$ cat src/design/tlpil_pkg.sv
// Package for the two-level partitioned index list core.
// Holds field widths, opcodes, default parameter values and the
// controller/datapath command and status types. No dependencies.
`default_nettype none

package tlpil_pkg;

    // Fixed port field widths
    localparam int OP_W      = 3;
    localparam int POS_W     = 10;
    localparam int IN_VAL_W  = 16;
    localparam int OUT_VAL_W = 16;
    localparam int OUT_CNT_W = 11;

    // Default configuration
    localparam int DEF_MAX_ENTRIES = 1024;
    localparam int DEF_VALUE_BITS  = 16;

    // Operation codes
    localparam logic [OP_W-1:0] OP_APPEND     = 3'd0;
    localparam logic [OP_W-1:0] OP_INTO_INNER = 3'd1;
    localparam logic [OP_W-1:0] OP_INTO_OUTER = 3'd2;
    localparam logic [OP_W-1:0] OP_OUT_INNER  = 3'd3;
    localparam logic [OP_W-1:0] OP_OUT_OUTER  = 3'd4;
    localparam logic [OP_W-1:0] OP_READ       = 3'd5;

    // Controller to datapath commands
    typedef struct packed {
        logic load_in;    // capture the accepted input transfer
        logic eval;       // decode, commit counters, issue memory reads/append
        logic wr_first;   // write partner data at the position
        logic wr_second;  // write position data at the partner
        logic load_out;   // load the result register
    } dp_cmd_t;

    // Datapath to controller status
    typedef struct packed {
        logic do_swap;    // evaluated operation needs a swap
        logic out_hold;   // result register still occupied
    } dp_sts_t;

endpackage

`default_nettype wire

$ cat src/design/tlpil_ctrl.sv
// Controller state machine for the two-level partitioned index list.
// Sequences accept, evaluate, two-step swap write and result load.
// Depends on tlpil_pkg.
`default_nettype none

module tlpil_ctrl
    import tlpil_pkg::*;
(
    input  wire logic    clk,
    input  wire logic    rst_n,
    input  wire logic    in_valid,
    output logic         in_ready,
    input  wire dp_sts_t sts,
    output dp_cmd_t      cmd
);

    typedef enum logic [4:0] {
        ST_IDLE = 5'b00001,
        ST_EVAL = 5'b00010,
        ST_WR1  = 5'b00100,
        ST_WR2  = 5'b01000,
        ST_DONE = 5'b10000
    } state_t;

    state_t state_reg;
    state_t state_next;

    // Next state and command decode
    always_comb
    begin
        state_next = state_reg;
        cmd        = '0;
        unique case (state_reg)
            ST_IDLE:
            begin
                cmd.load_in = in_valid;
                if (in_valid)
                begin
                    state_next = ST_EVAL;
                end
            end
            ST_EVAL:
            begin
                cmd.eval   = 1'b1;
                state_next = sts.do_swap ? ST_WR1 : ST_DONE;
            end
            ST_WR1:
            begin
                cmd.wr_first = 1'b1;
                state_next   = ST_WR2;
            end
            ST_WR2:
            begin
                cmd.wr_second = 1'b1;
                state_next    = ST_DONE;
            end
            ST_DONE:
            begin
                if (!sts.out_hold)
                begin
                    cmd.load_out = 1'b1;
                    state_next   = ST_IDLE;
                end
            end
            default:
            begin
                state_next = ST_IDLE;
            end
        endcase
    end

    assign in_ready = (state_reg == ST_IDLE);

    // State register
    always_ff @(posedge clk or negedge rst_n)
    begin
        if (!rst_n)
        begin
            state_reg <= ST_IDLE;
        end
        else
        begin
            state_reg <= state_next;
        end
    end

endmodule

`default_nettype wire

$ cat config.mk
export PLATFORM = sky130hd
export DESIGN_NAME = tlpil_ctrl
export DESIGN_NICKNAME = d
export VERILOG_FILES = /design/src/design/tlpil_pkg.sv /design/src/design/tlpil_ctrl.sv
export SDC_FILE = /design/constraint.sdc
export NUM_CORES = 1
export LEC_CHECK = 0
export ABC_AREA = 1
export BUFFER_PORTS_ARGS = -buffer_cell sky130_fd_sc_hd__buf_2
export CORE_AREA = 2 2 39 41
export CTS_CLUSTER_SIZE = 40
export DETAILED_ROUTE_END_ITERATION = 10
export DIE_AREA = 0 0 41 43
export GPL_TIMING_DRIVEN = 0
export PLACE_DENSITY_LB_ADDON = 0.25
export SYNTH_ARGS = -nofsm -noshare
export SYNTH_HDL_FRONTEND = slang
export SYNTH_SLANG_ARGS = --single-unit
$ cat constraint.sdc
create_clock -name clk -period 1.9 [get_ports clk]
set_input_delay 0.19 -clock clk [delete_from_list [all_inputs] [get_ports clk]]
set_output_delay 0.19 -clock clk [all_outputs]
set_load 0.05 [all_outputs]
### Yosys cells after proc, flatten, opt, wreduce, memory -nomap -nowiden

Index checks and enable logic that the tools add are counted.

* bits in registers: 5
* bits of input ports: 5
* output and inout port bits: 6

* equality and inequality tests: 7
* mux-type cells: 10
* reductions and logical operators: 1

Operators by type and width (count)
* $pmux 5 s5: 1
* $mux 5: 3
* $mux 1: 6
* $eq 5x1->1 const B: 1
* $eq 5x2->1 const B: 1
* $eq 5x3->1 const B: 1
* $eq 5x4->1 const B: 1
* $eq 5x5->1 const B: 1
* $ne 2x2->1 const B: 2
* $reduce_and 2->1: 1

### Logic depth before layout (Yosys ltp)

Gate-level depths: netlist of the first run.

* word-level depth: 3
* gate-level depth with buffers: 7
* depth with buffers taken out: 7

### Worst setup path after synthesis of the first run

OpenSTA, ideal clock, no wires.

* path type: reg-to-output
* from: register state_reg[3]
* to: output cmd[4] (netlist bit)
* arrival time: 1.386 ns
* required time: 1.710 ns
* path slack: 0.324 ns
* cell stages (with the launch flop): 4
* buffers on the path: 0
* cell sequence: dfrtp_1 > nor2_2 > nand3_2 > nor2_1

RTL lines
* from (decl): RTL line tlpil_ctrl.sv:25 `state_t state_reg;`
* from (signal assigned): RTL line tlpil_ctrl.sv:83 `state_reg <= state_next;`
* to (decl): RTL line tlpil_ctrl.sv:14 `output dp_cmd_t cmd`

==> run_results.csv, run 1 <==
group,metric,value,unit
sta,fin_crit_sh,82.50,%
floorplanning,num_rows,14,
worst_setup_path,reg2reg_to,"state_reg[0]$_DFFE_PN1P_",
clock_tree,clkTransAtPathRegs,0.04,ns
sta,worstMarginPinSlew,0.2520,ns
power,p_comb_share,53.1,%
layout,n_antenna_cell,0,
clock_tree,cts_tree,"built",
route,dr.pass1.iters,2,
synth,synthesis.nets,46,
route,vias,283,
worst_hold_path,holdCritStartpoint,"sts[1]",
worst_setup_path,reg2reg_slack,0.81,ns
layout,fillers,155,
route,wl_per_cell,7.958,um
job,maxCapViolations,0,
route,drc,0,
floorplanning,fp.dieArea,1763,um2
worst_setup_path,cp-end-kind,"output port",
layout,area_delta_synth_final,36.32,%
power,seq_power_share,27.9,%
worst_setup_path,crit_type,"flip-flop to output port",
worst_setup_path,worst_path_max_delay_cell,"dfrtp_1",
synth,syn_area_per_cell,7.141,um2
power,power,631.5,uW
place,routabilityCongestion,0.6852,
clock_tree,clkLatencyLatePin,0.24,ns
grt,grtUsageTotal,9.293,%
layout,largest_reg_flops,5,
sta,min_period,1.568,ns
floorplanning,fp.dieW,41,um
clock_tree,numCtsBuffers,3,
worst_setup_path,cp_max_fo,5,
sta,fmax,637.9,MHz
clock_tree,clk_path_buf_depth,2,
sta,rsz0062_at_grt,"no",
sta,slew_violations,0,
floorplanning,pin_count,11,
grt,grt_pass1_wl,1.000,mm
grt,antenna_found_initial,0,
power,p_leak,0.0002301,uW
worst_setup_path,cpPeakStageDelay,0.40,ns
route,drt_first_iter_violations,9,
worst_setup_path,r2r-start,"state_reg[3]$_DFFE_PN0P_",
worst_setup_path,start_kind,"flip-flop",
worst_setup_path,critPathBufInv,1,
sta,finalSetupTns,0,ns
power,p_switching,319.0,uW
clock_tree,post-cts-setup-buffers,0,
worst_setup_path,required,1.71,ns
sta,timing.hold.ws,0.1667,ns
sta,maxSlewHeadroom,83.32,%
clock_tree,cts_resized,0,
worst_setup_path,crit_cells,4,
clock_tree,cts.sinks,5,
clock_tree,htreeDepth,1,
power,p_int,312.5,uW
synth,yosys_register_bits,5,
worst_setup_path,crit_path_start,"state_reg[3]$_DFFE_PN0P_",
worst_setup_path,worstPathCellList,"nor2_2, nand3_2, nor2_1, buf_2",
sta,skew,0.003173,ns
sta,setup_violations,0,
power,power_density,1582,nW/um2
worst_setup_path,cp.arrival,1.38,ns
worst_setup_path,cp_top_family,"simple AND/OR/NAND/NOR gates",
synth,synth_cell_type_count,11,
status,status,"completed",
clock_tree,clockRootBuffer,"clkbuf_4",
power,swShare,50.51,%
worst_setup_path,worstRegToRegCells,6,
floorplanning,die-height,43,um
synth,netlist_area,292.8,um2
power,pwr-share-clk,19.0,%
synth,yosysWarnings,0,
layout,layout_common_cells,"inv_1 (10), buf_2 (10), nor2_1 (9)",
place,post-dp-hpwl,479,um
grt,grt_overflow,0,
route,avgViaCountPerCell,3.931,
worst_hold_path,hold_path.class,"input pin to flip-flop",
grt,grt_pass1_vias,270,
grt,grt_max_degree,6,
sta,hold_violations,0,
route,ant_nets,0,
layout,nNetsFinal,62,
floorplanning,core_area,1384,um2
synth,ys_seq_area_share,43.16,%
synth,synth_cells,41,
power,ir_worst_vdd,370.5,uV
place,port_buffers,10,
worst_setup_path,setup.worst_path.end,"cmd[4]",
route,routed_wl,573,um
layout,drive_gt1_share,32.14,%
floorplanning,start_util,21.16,%
metal layers:
layer	share of wire (%)	vias up	GRT usage (%)
li1	-	155	-
met1	45	117	10.82
met2	48	9	10.94
met3	4.5	2	3.141
met4	2.4	0	12.00
met5	0	-	0
cells in the mapped netlist:
master	instances	area share, %
inv_1	10	13
nor2_1	9	12
nand2_1	7	9.0
dfrtp_1	4	34
nand4_1	3	6.4
nand3_2	2	6.8
nor2_2	2	4.3
a21oi_1	1	1.7
dfstp_2	1	9.0
nand3_1	1	1.7
o211ai_1	1	2.6
logic make-up after synthesis:
| kind of cell | count (synthesis) | share of synthesized area, % |
|---|---|---|
| buffers and inverters | 10 | 12.82 |
| AOI/OAI and AO/OA | 2 | 4.273 |
| DFF | 5 | 43.17 |
| and+or+nand+nor | 24 | 39.74 |
worst register-to-register path, stage by stage (launching register included):
cell	delay (ns)
dfrtp_1	0.40
nor2_2	0.24
nand4_1	0.17
nand2_1	0.09
inv_1	0.04
nand2_1	0.04
nand2_1	0.04
layout make-up:
cell class	instances	area, um2	area share [%]
multi-input combinational	26	128.9	32.29
tap	16	20.02	5.016
clock buffer	4	26.28	6.583
timing repair buffer	11	60.06	15.05
inverter	10	37.54	9.404
sequential	5	126.4	31.66
timing repair:
| item | 4_1_cts | 5_1_grt |
|---|---|---|
| hold buffers | 1 | 0 |
| hold endpoints to repair | 5 | 0 |
| setup endpoints to repair | 0 | 0 |
worst min path at each step:
| stage | end | slack [ns] | depth (start not counted) |
|---|---|---|---|
| final | state_reg[4]$_DFFE_PN0P_ | 0.17 | 2 |
| after global routing | state_reg[2]$_DFFE_PN0P_ | 0.16 | 3 |
| after CTS | state_reg[4]$_DFFE_PN0P_ | 0.16 | 2 |
| after detailed placement | state_reg[3]$_DFFE_PN0P_ | 0.009 | 1 |
| after global placement | state_reg[3]$_DFFE_PN0P_ | 0.009 | 1 |
| after floorplan | state_reg[1]$_DFFE_PN0P_ | -0.11 | 0 |
metrics by stage:
step                worst slack (ns)  instance area [um2]  utilization [%]  cells
CTS                           0.3078                399.1            28.84     72
finish                        0.3325                399.1            28.84     72
floorplan                     0.3240                292.8                -     41
detailed placement            0.5721                362.8            26.22     67
global placement              0.5615                362.8            26.22     67
global route                  0.2300                399.1            28.84     72
power groups by stage:
| stage | registers (uW) | logic [uW] | clock network (uW) |
|---|---|---|---|
| final | 176 | 335 | 120 |
| after global routing | 184 | 380 | 135 |
| after CTS | 177 | 341 | 126 |
| after detailed placement | 178 | 338 | 0 |
| after global placement | 177 | 336 | 0 |
| after floorplan | 173 | 275 | 0 |
(Power assumes the default switching activity.)
==> run 2, diff against run 1 <==
==> constraint.sdc (replaced) <==
create_clock -name clk -period 1.4 [get_ports clk]
set_input_delay 0.14 -clock clk [delete_from_list [all_inputs] [get_ports clk]]
set_output_delay 0.14 -clock clk [all_outputs]
set_load 0.05 [all_outputs]
==> run 2 against run 1 <==
  * Wire length up 12%
  * Global-route usage up 0.30 points
  * Worst setup slack got worse by 0.30 ns
  * Clock power grew 36%
  * Critical path depth unchanged
  * Die area did not move
  * Final cell count is 2.8% higher
  * Non-clock buffer count increased by 2
  * Final area rose by 18%
  * Critical endpoint is now cmd[1]
==> run_results.csv, run 2 (synthesized netlist as in run 1, its figures left out) <==
group,metric,value,unit
status,status,"completed",
floorplanning,fp.dieArea,1763,um2
sta,rsz0062_at_grt,"yes",
floorplanning,pin_count,11,
layout,fillers,151,
power,power,971.1,uW
power,p_int,498.7,uW
power,pwr-share-clk,16.7,%
route,drt_first_iter_violations,4,
clock_tree,clk_path_buf_depth,2,
floorplanning,num_rows,14,
route,avgViaCountPerCell,4.014,
layout,n_antenna_cell,0,
clock_tree,clockRootBuffer,"clkbuf_4",
place,pre_cts_slack,0.1172,ns
worst_setup_path,reg2reg_slack,0.30,ns
layout,nNetsFinal,64,
sta,skew,0.003842,ns
clock_tree,cts.sinks,5,
place,post-dp-hpwl,476.8,um
layout,multiInputGateArea,148.9,um2
power,power_density,2059,nW/um2
power,swShare,48.65,%
worst_setup_path,cp_max_fo,4,
place,routabilityCongestion,0.6158,
power,p_comb_share,57.0,%
route,dr.pass1.iters,3,
worst_setup_path,required,1.26,ns
route,ant_nets,0,
grt,grt_pass1_wl,1.055,mm
grt,grtUsageTotal,9.596,%
job,maxCapViolations,0,
route,routed_wl,641,um
grt,antenna_found_initial,0,
floorplanning,fp.dieW,41,um
sta,maxSlewHeadroom,89.08,%
power,p_switching,472.4,uW
worst_setup_path,start_kind,"flip-flop",
floorplanning,die-height,43,um
grt,grt_overflow,0,
sta,min_period,1.369,ns
clock_tree,htreeDepth,1,
clock_tree,numCtsBuffers,3,
layout,area.sequential,126.4,um2
grt,grt_max_degree,6,
layout,largest_reg_flops,5,
worst_setup_path,cp.arrival,1.23,ns
worst_setup_path,cp-end-kind,"output port",
sta,timing.hold.ws,0.1248,ns
sta,fin_crit_sh,97.82,%
clock_tree,clkTransAtPathRegs,0.04,ns
sta,setup_ws,0.03056,ns
route,vias,297,
layout,layout_common_cells,"inv_1 (10), nand2_1 (7), buf_6 (6)",
worst_hold_path,holdCritStartpoint,"sts[1]",
layout,final_common_cell,"inv_1",
floorplanning,core_area,1384,um2
power,seq_power_share,26.2,%
worst_setup_path,crit_type,"flip-flop to output port",
floorplanning,start_util,21.16,%
sta,fmax,730.2,MHz
clock_tree,clkLatencyLatePin,0.24,ns
clock_tree,cts_tree,"built",
layout,area_delta_synth_final,61.11,%
power,p_leak,0.0002479,uW
sta,setup_violations,0,
worst_setup_path,crit_path_start,"state_reg[0]$_DFFE_PN1P_",
worst_hold_path,hold_path.class,"input pin to flip-flop",
layout,drive_gt1_share,41.38,%
sta,slew_violations,0,
grt,grt_pass1_vias,258,
sta,worstMarginPinSlew,0.1638,ns
sta,hold_violations,0,
power,ir_worst_vdd,545.6,uV
route,drc,0,
route,wl_per_cell,8.662,um
place,port_buffers,10,
worst_setup_path,r2r-start,"state_reg[0]$_DFFE_PN1P_",
## run 2: cell types whose count changed in the layout (fill, tap and decap cells not counted)
| cell | delta |
|---|---|
| buf_2 | -6 |
| buf_4 | +2 |
| buf_6 | +6 |
| nor2_1 | -4 |
| nor2_2 | +2 |
| nor2_4 | +2 |
## run 2: final timing paths
kind,endpoint,cells after the start
worst max-delay path,cmd[1],4
worst min-delay path,state_reg[2]$_DFFE_PN0P_,3
worst max register to register,state_reg[0]$_DFFE_PN1P_,6
worst min register to register,state_reg[0]$_DFFE_PN1P_,2
max in group asynchronous,state_reg[0]$_DFFE_PN1P_,2
min in group asynchronous,state_reg[1]$_DFFE_PN0P_,2
## run 2: layout make-up
cell class | instances | area share [%]
Sequential cell | 5 | 26.79
Inverter | 10 | 7.958
Timing Repair Buffer | 13 | 23.87
Tap cell | 16 | 4.244
Multi-Input combinational cell | 26 | 31.57
Clock buffer | 4 | 5.570
## run 2: per-layer routing
layer  routed length, um  share of wire, %  global-route usage [%]
met1                 313                49                   13.44
met2                 300                47                   10.31
met3                  27               4.2                   3.141
met4                   0                 0                   10.00
met5                   0                 0                       0
## run 2: timing repair
action | in CTS | in global routing
pin swaps | 1 | 3
hold endpoints to repair | 5 | 0
setup buffers | 0 | 2
resized for setup | 8 | 7
hold buffers | 1 | 0
endpoints found under the setup margin | 6 | 6
## run 2: critical path: stages (launching register included)
cell and delay, ns:
dfstp_2 0.58, nor2_4 0.06, nand4_1 0.13, inv_1 0.07, buf_6 0.15
## run 2: power groups by stage
stage               registers (uW)  logic (uW)  clock network [uW]
finish                         255         554                 163
global route                   261         610                 182
CTS                            243         513                 172
detailed placement             243         468                   0
global placement               244         465                   0
floorplan                      235         384                   0
## run 2: per-stage QoR
step           area (um2)  setup TNS (ns)  util (%)  cells
2_1_floorplan       300.3               0         -     41
6_report            471.7               0     34.09     74
3_5_place_dp        370.4               0     26.76     67
3_3_place_gp        370.4               0     26.76     67
4_1_cts             430.4               0     31.10     72
5_1_grt             471.7        -0.06291     34.09     74
==> run 3, diff against run 2 <==
--- a/config.mk
+++ b/config.mk
@@ -12,7 +12,6 @@
 export DETAILED_ROUTE_END_ITERATION = 10
 export DIE_AREA = 0 0 41 43
 export GPL_TIMING_DRIVEN = 0
-export PLACE_DENSITY_LB_ADDON = 0.25
 export SYNTH_ARGS = -nofsm -noshare
 export SYNTH_HDL_FRONTEND = slang
 export SYNTH_SLANG_ARGS = --single-unit
==> run 3 against run 2 <==
  * Hold slack about the same
  * Global-route usage decreased by 0.39 points
  * Sequential cell count unchanged
  * Utilization decreased by 0.27 points
  * Non-clock buffer count decreased by 1
  * Final cell count decreased by 1.4%
  * First-iteration DRC count decreased by 50%
  * Critical path depth unchanged
  * Via count increased by 3.7%
  * Power increased by 1.1%
  * Combinational power increased by 0.7%
  * Wire length decreased by 6.2%
  * Critical path type unchanged
  * Critical endpoint is now cmd[4]
  * Largest power group unchanged
  * Highest routed layer unchanged
==> run_results.csv, run 3 (synthesized netlist as in run 1, its figures left out) <==
group,metric,value,unit
layout,area_delta_synth_final,59.83,%
route,vias,308,
sta,min_period,1.359,ns
clock_tree,numCtsBuffers,3,
worst_setup_path,critPathBufInv,1,
job,maxCapViolations,0,
route,routed_wl,601,um
place,routabilityCongestion,0.7396,
sta,setup_violations,0,
sta,hold_violations,0,
floorplanning,die-height,43,um
layout,n_antenna_cell,0,
floorplanning,pin_count,11,
clock_tree,clockRootBuffer,"clkbuf_4",
route,wl_per_cell,8.233,um
worst_setup_path,cpPeakStageDelay,0.43,ns
worst_setup_path,cp_max_fo,4,
clock_tree,htreeDepth,1,
grt,grtUsageTotal,9.201,%
clock_tree,clkTransAtPathRegs,0.04,ns
sta,skew,0.001547,ns
worst_setup_path,cp_top_family,"flip-flops",
floorplanning,fp.dieW,41,um
layout,layout_common_cells,"inv_1 (10), nand2_1 (7), nor2_1 (5), buf_6 (5)",
worst_setup_path,crit_type,"flip-flop to output port",
place,post-dp-hpwl,469,um
worst_hold_path,hold_path.class,"input pin to flip-flop",
worst_setup_path,worst_path_max_delay_cell,"dfrtp_1",
sta,slew_violations,0,
floorplanning,start_util,21.16,%
layout,final_common_cell,"inv_1",
floorplanning,num_rows,14,
grt,grt_max_degree,6,
sta,fmax,735.7,MHz
layout,nNetsFinal,63,
sta,rsz0062_at_grt,"yes",
route,ant_nets,0,
layout,largest_reg_flops,5,
sta,maxSlewHeadroom,87.40,%
place,placed_cell_area,370.4,um2
status,status,"completed",
worst_setup_path,required,1.26,ns
grt,antenna_found_initial,0,
power,ir_worst_vdd,826.6,uV
grt,grt_pass1_wl,1.069,mm
clock_tree,cts.sinks,5,
floorplanning,core_area,1384,um2
clock_tree,cts_tree,"built",
clock_tree,clkLatencyLatePin,0.23,ns
worst_setup_path,crit_top_cell,"nor2_2",
floorplanning,fp.dieArea,1763,um2
place,port_buffers,10,
grt,grt_pass1_vias,282,
power,power_density,2098,nW/um2
worst_setup_path,start_kind,"flip-flop",
power,p_leak,0.0002428,uW
route,drt_first_iter_violations,2,
route,dr.pass1.iters,2,
sta,timing.hold.ws,0.1248,ns
worst_setup_path,worstPathCellList,"nor2_2, nand3_4, nor2_2, buf_6",
route,drc,0,
clock_tree,clk_path_buf_depth,2,
sta,worstMarginPinSlew,0.1891,ns
layout,drive_gt1_share,40.35,%
sta,fin_crit_sh,97.09,%
route,avgViaCountPerCell,4.219,
worst_setup_path,cp.arrival,1.22,ns
layout,fin_area,467.9,um2
worst_setup_path,cp-end-kind,"output port",
grt,grt_overflow,0,
==> run 3: layer usage <==
metal  vias to the layer above  track usage, %  share of wire (%)
li1                        159               -                  -
met3                         0           3.141                5.3
met5                         -               0                  0
met2                         7           11.56                 49
met4                         0           8.000                  0
met1                       142           11.84                 46
==> run 3: final timing paths <==
check / from / to / slack (ns) / depth (start not counted)
worst max-delay path: state_reg[1]$_DFFE_PN0P_ / cmd[4] / 0.04 / 4
min in group asynchronous: rst_n / state_reg[1]$_DFFE_PN0P_ / 0.25 / 2
worst max register to register: state_reg[2]$_DFFE_PN0P_ / state_reg[0]$_DFFE_PN1P_ / 0.27 / 7
worst min register to register: state_reg[0]$_DFFE_PN1P_ / state_reg[1]$_DFFE_PN0P_ / 0.58 / 2
max in group asynchronous: rst_n / state_reg[0]$_DFFE_PN1P_ / 0.94 / 2
worst min-delay path: sts[1] / state_reg[4]$_DFFE_PN0P_ / 0.12 / 2
==> run 3: worst register-to-register path: stages, from the launching register on <==
cell and delay, ns:
dfrtp_1 0.41, nor2_4 0.19, buf_4 0.14, nand4_1 0.11, nand2_1 0.09, inv_1 0.04
nand2_1 0.04, nand2_1 0.05
==> run 3: final cells by class <==
class / count / area [um2]
repair buffers: 12 / 101.3
flip-flops and latches: 5 / 126.4
clock buffers: 4 / 26.28
fillers: 158 / 915.9
multi-input cells: 26 / 156.4
well taps: 16 / 20.02
inverters: 10 / 37.54
==> run 3: through the flow <==
step                setup slack [ns]  instances  utilization [%]  TNS, ns  power (uW)
finish                       0.04075         73            33.82        0       981.9
global route                -0.05402         73            33.82  -0.1555        1058
CTS                        0.0007587         72            31.10        0       925.0
detailed placement            0.1177         67            26.76        0       712.9
global placement              0.1252         67            26.76        0       705.4
floorplan                    0.09394         41                -        0       618.4
==> run 3: timing repair <==
action                                 CTS  global route
hold buffers                             1             0
pin swaps                                0             1
gates resized for setup                  8             7
setup endpoints to repair                6             6
endpoints found under the hold margin    5             0
setup buffers                            0             1
==> run 3: where the power goes <==
part	switching, uW	total, uW	internal [uW]
sequential	66.4	264	198
clock	52.6	160	107
combinational	364	558	194
total	483	982	499
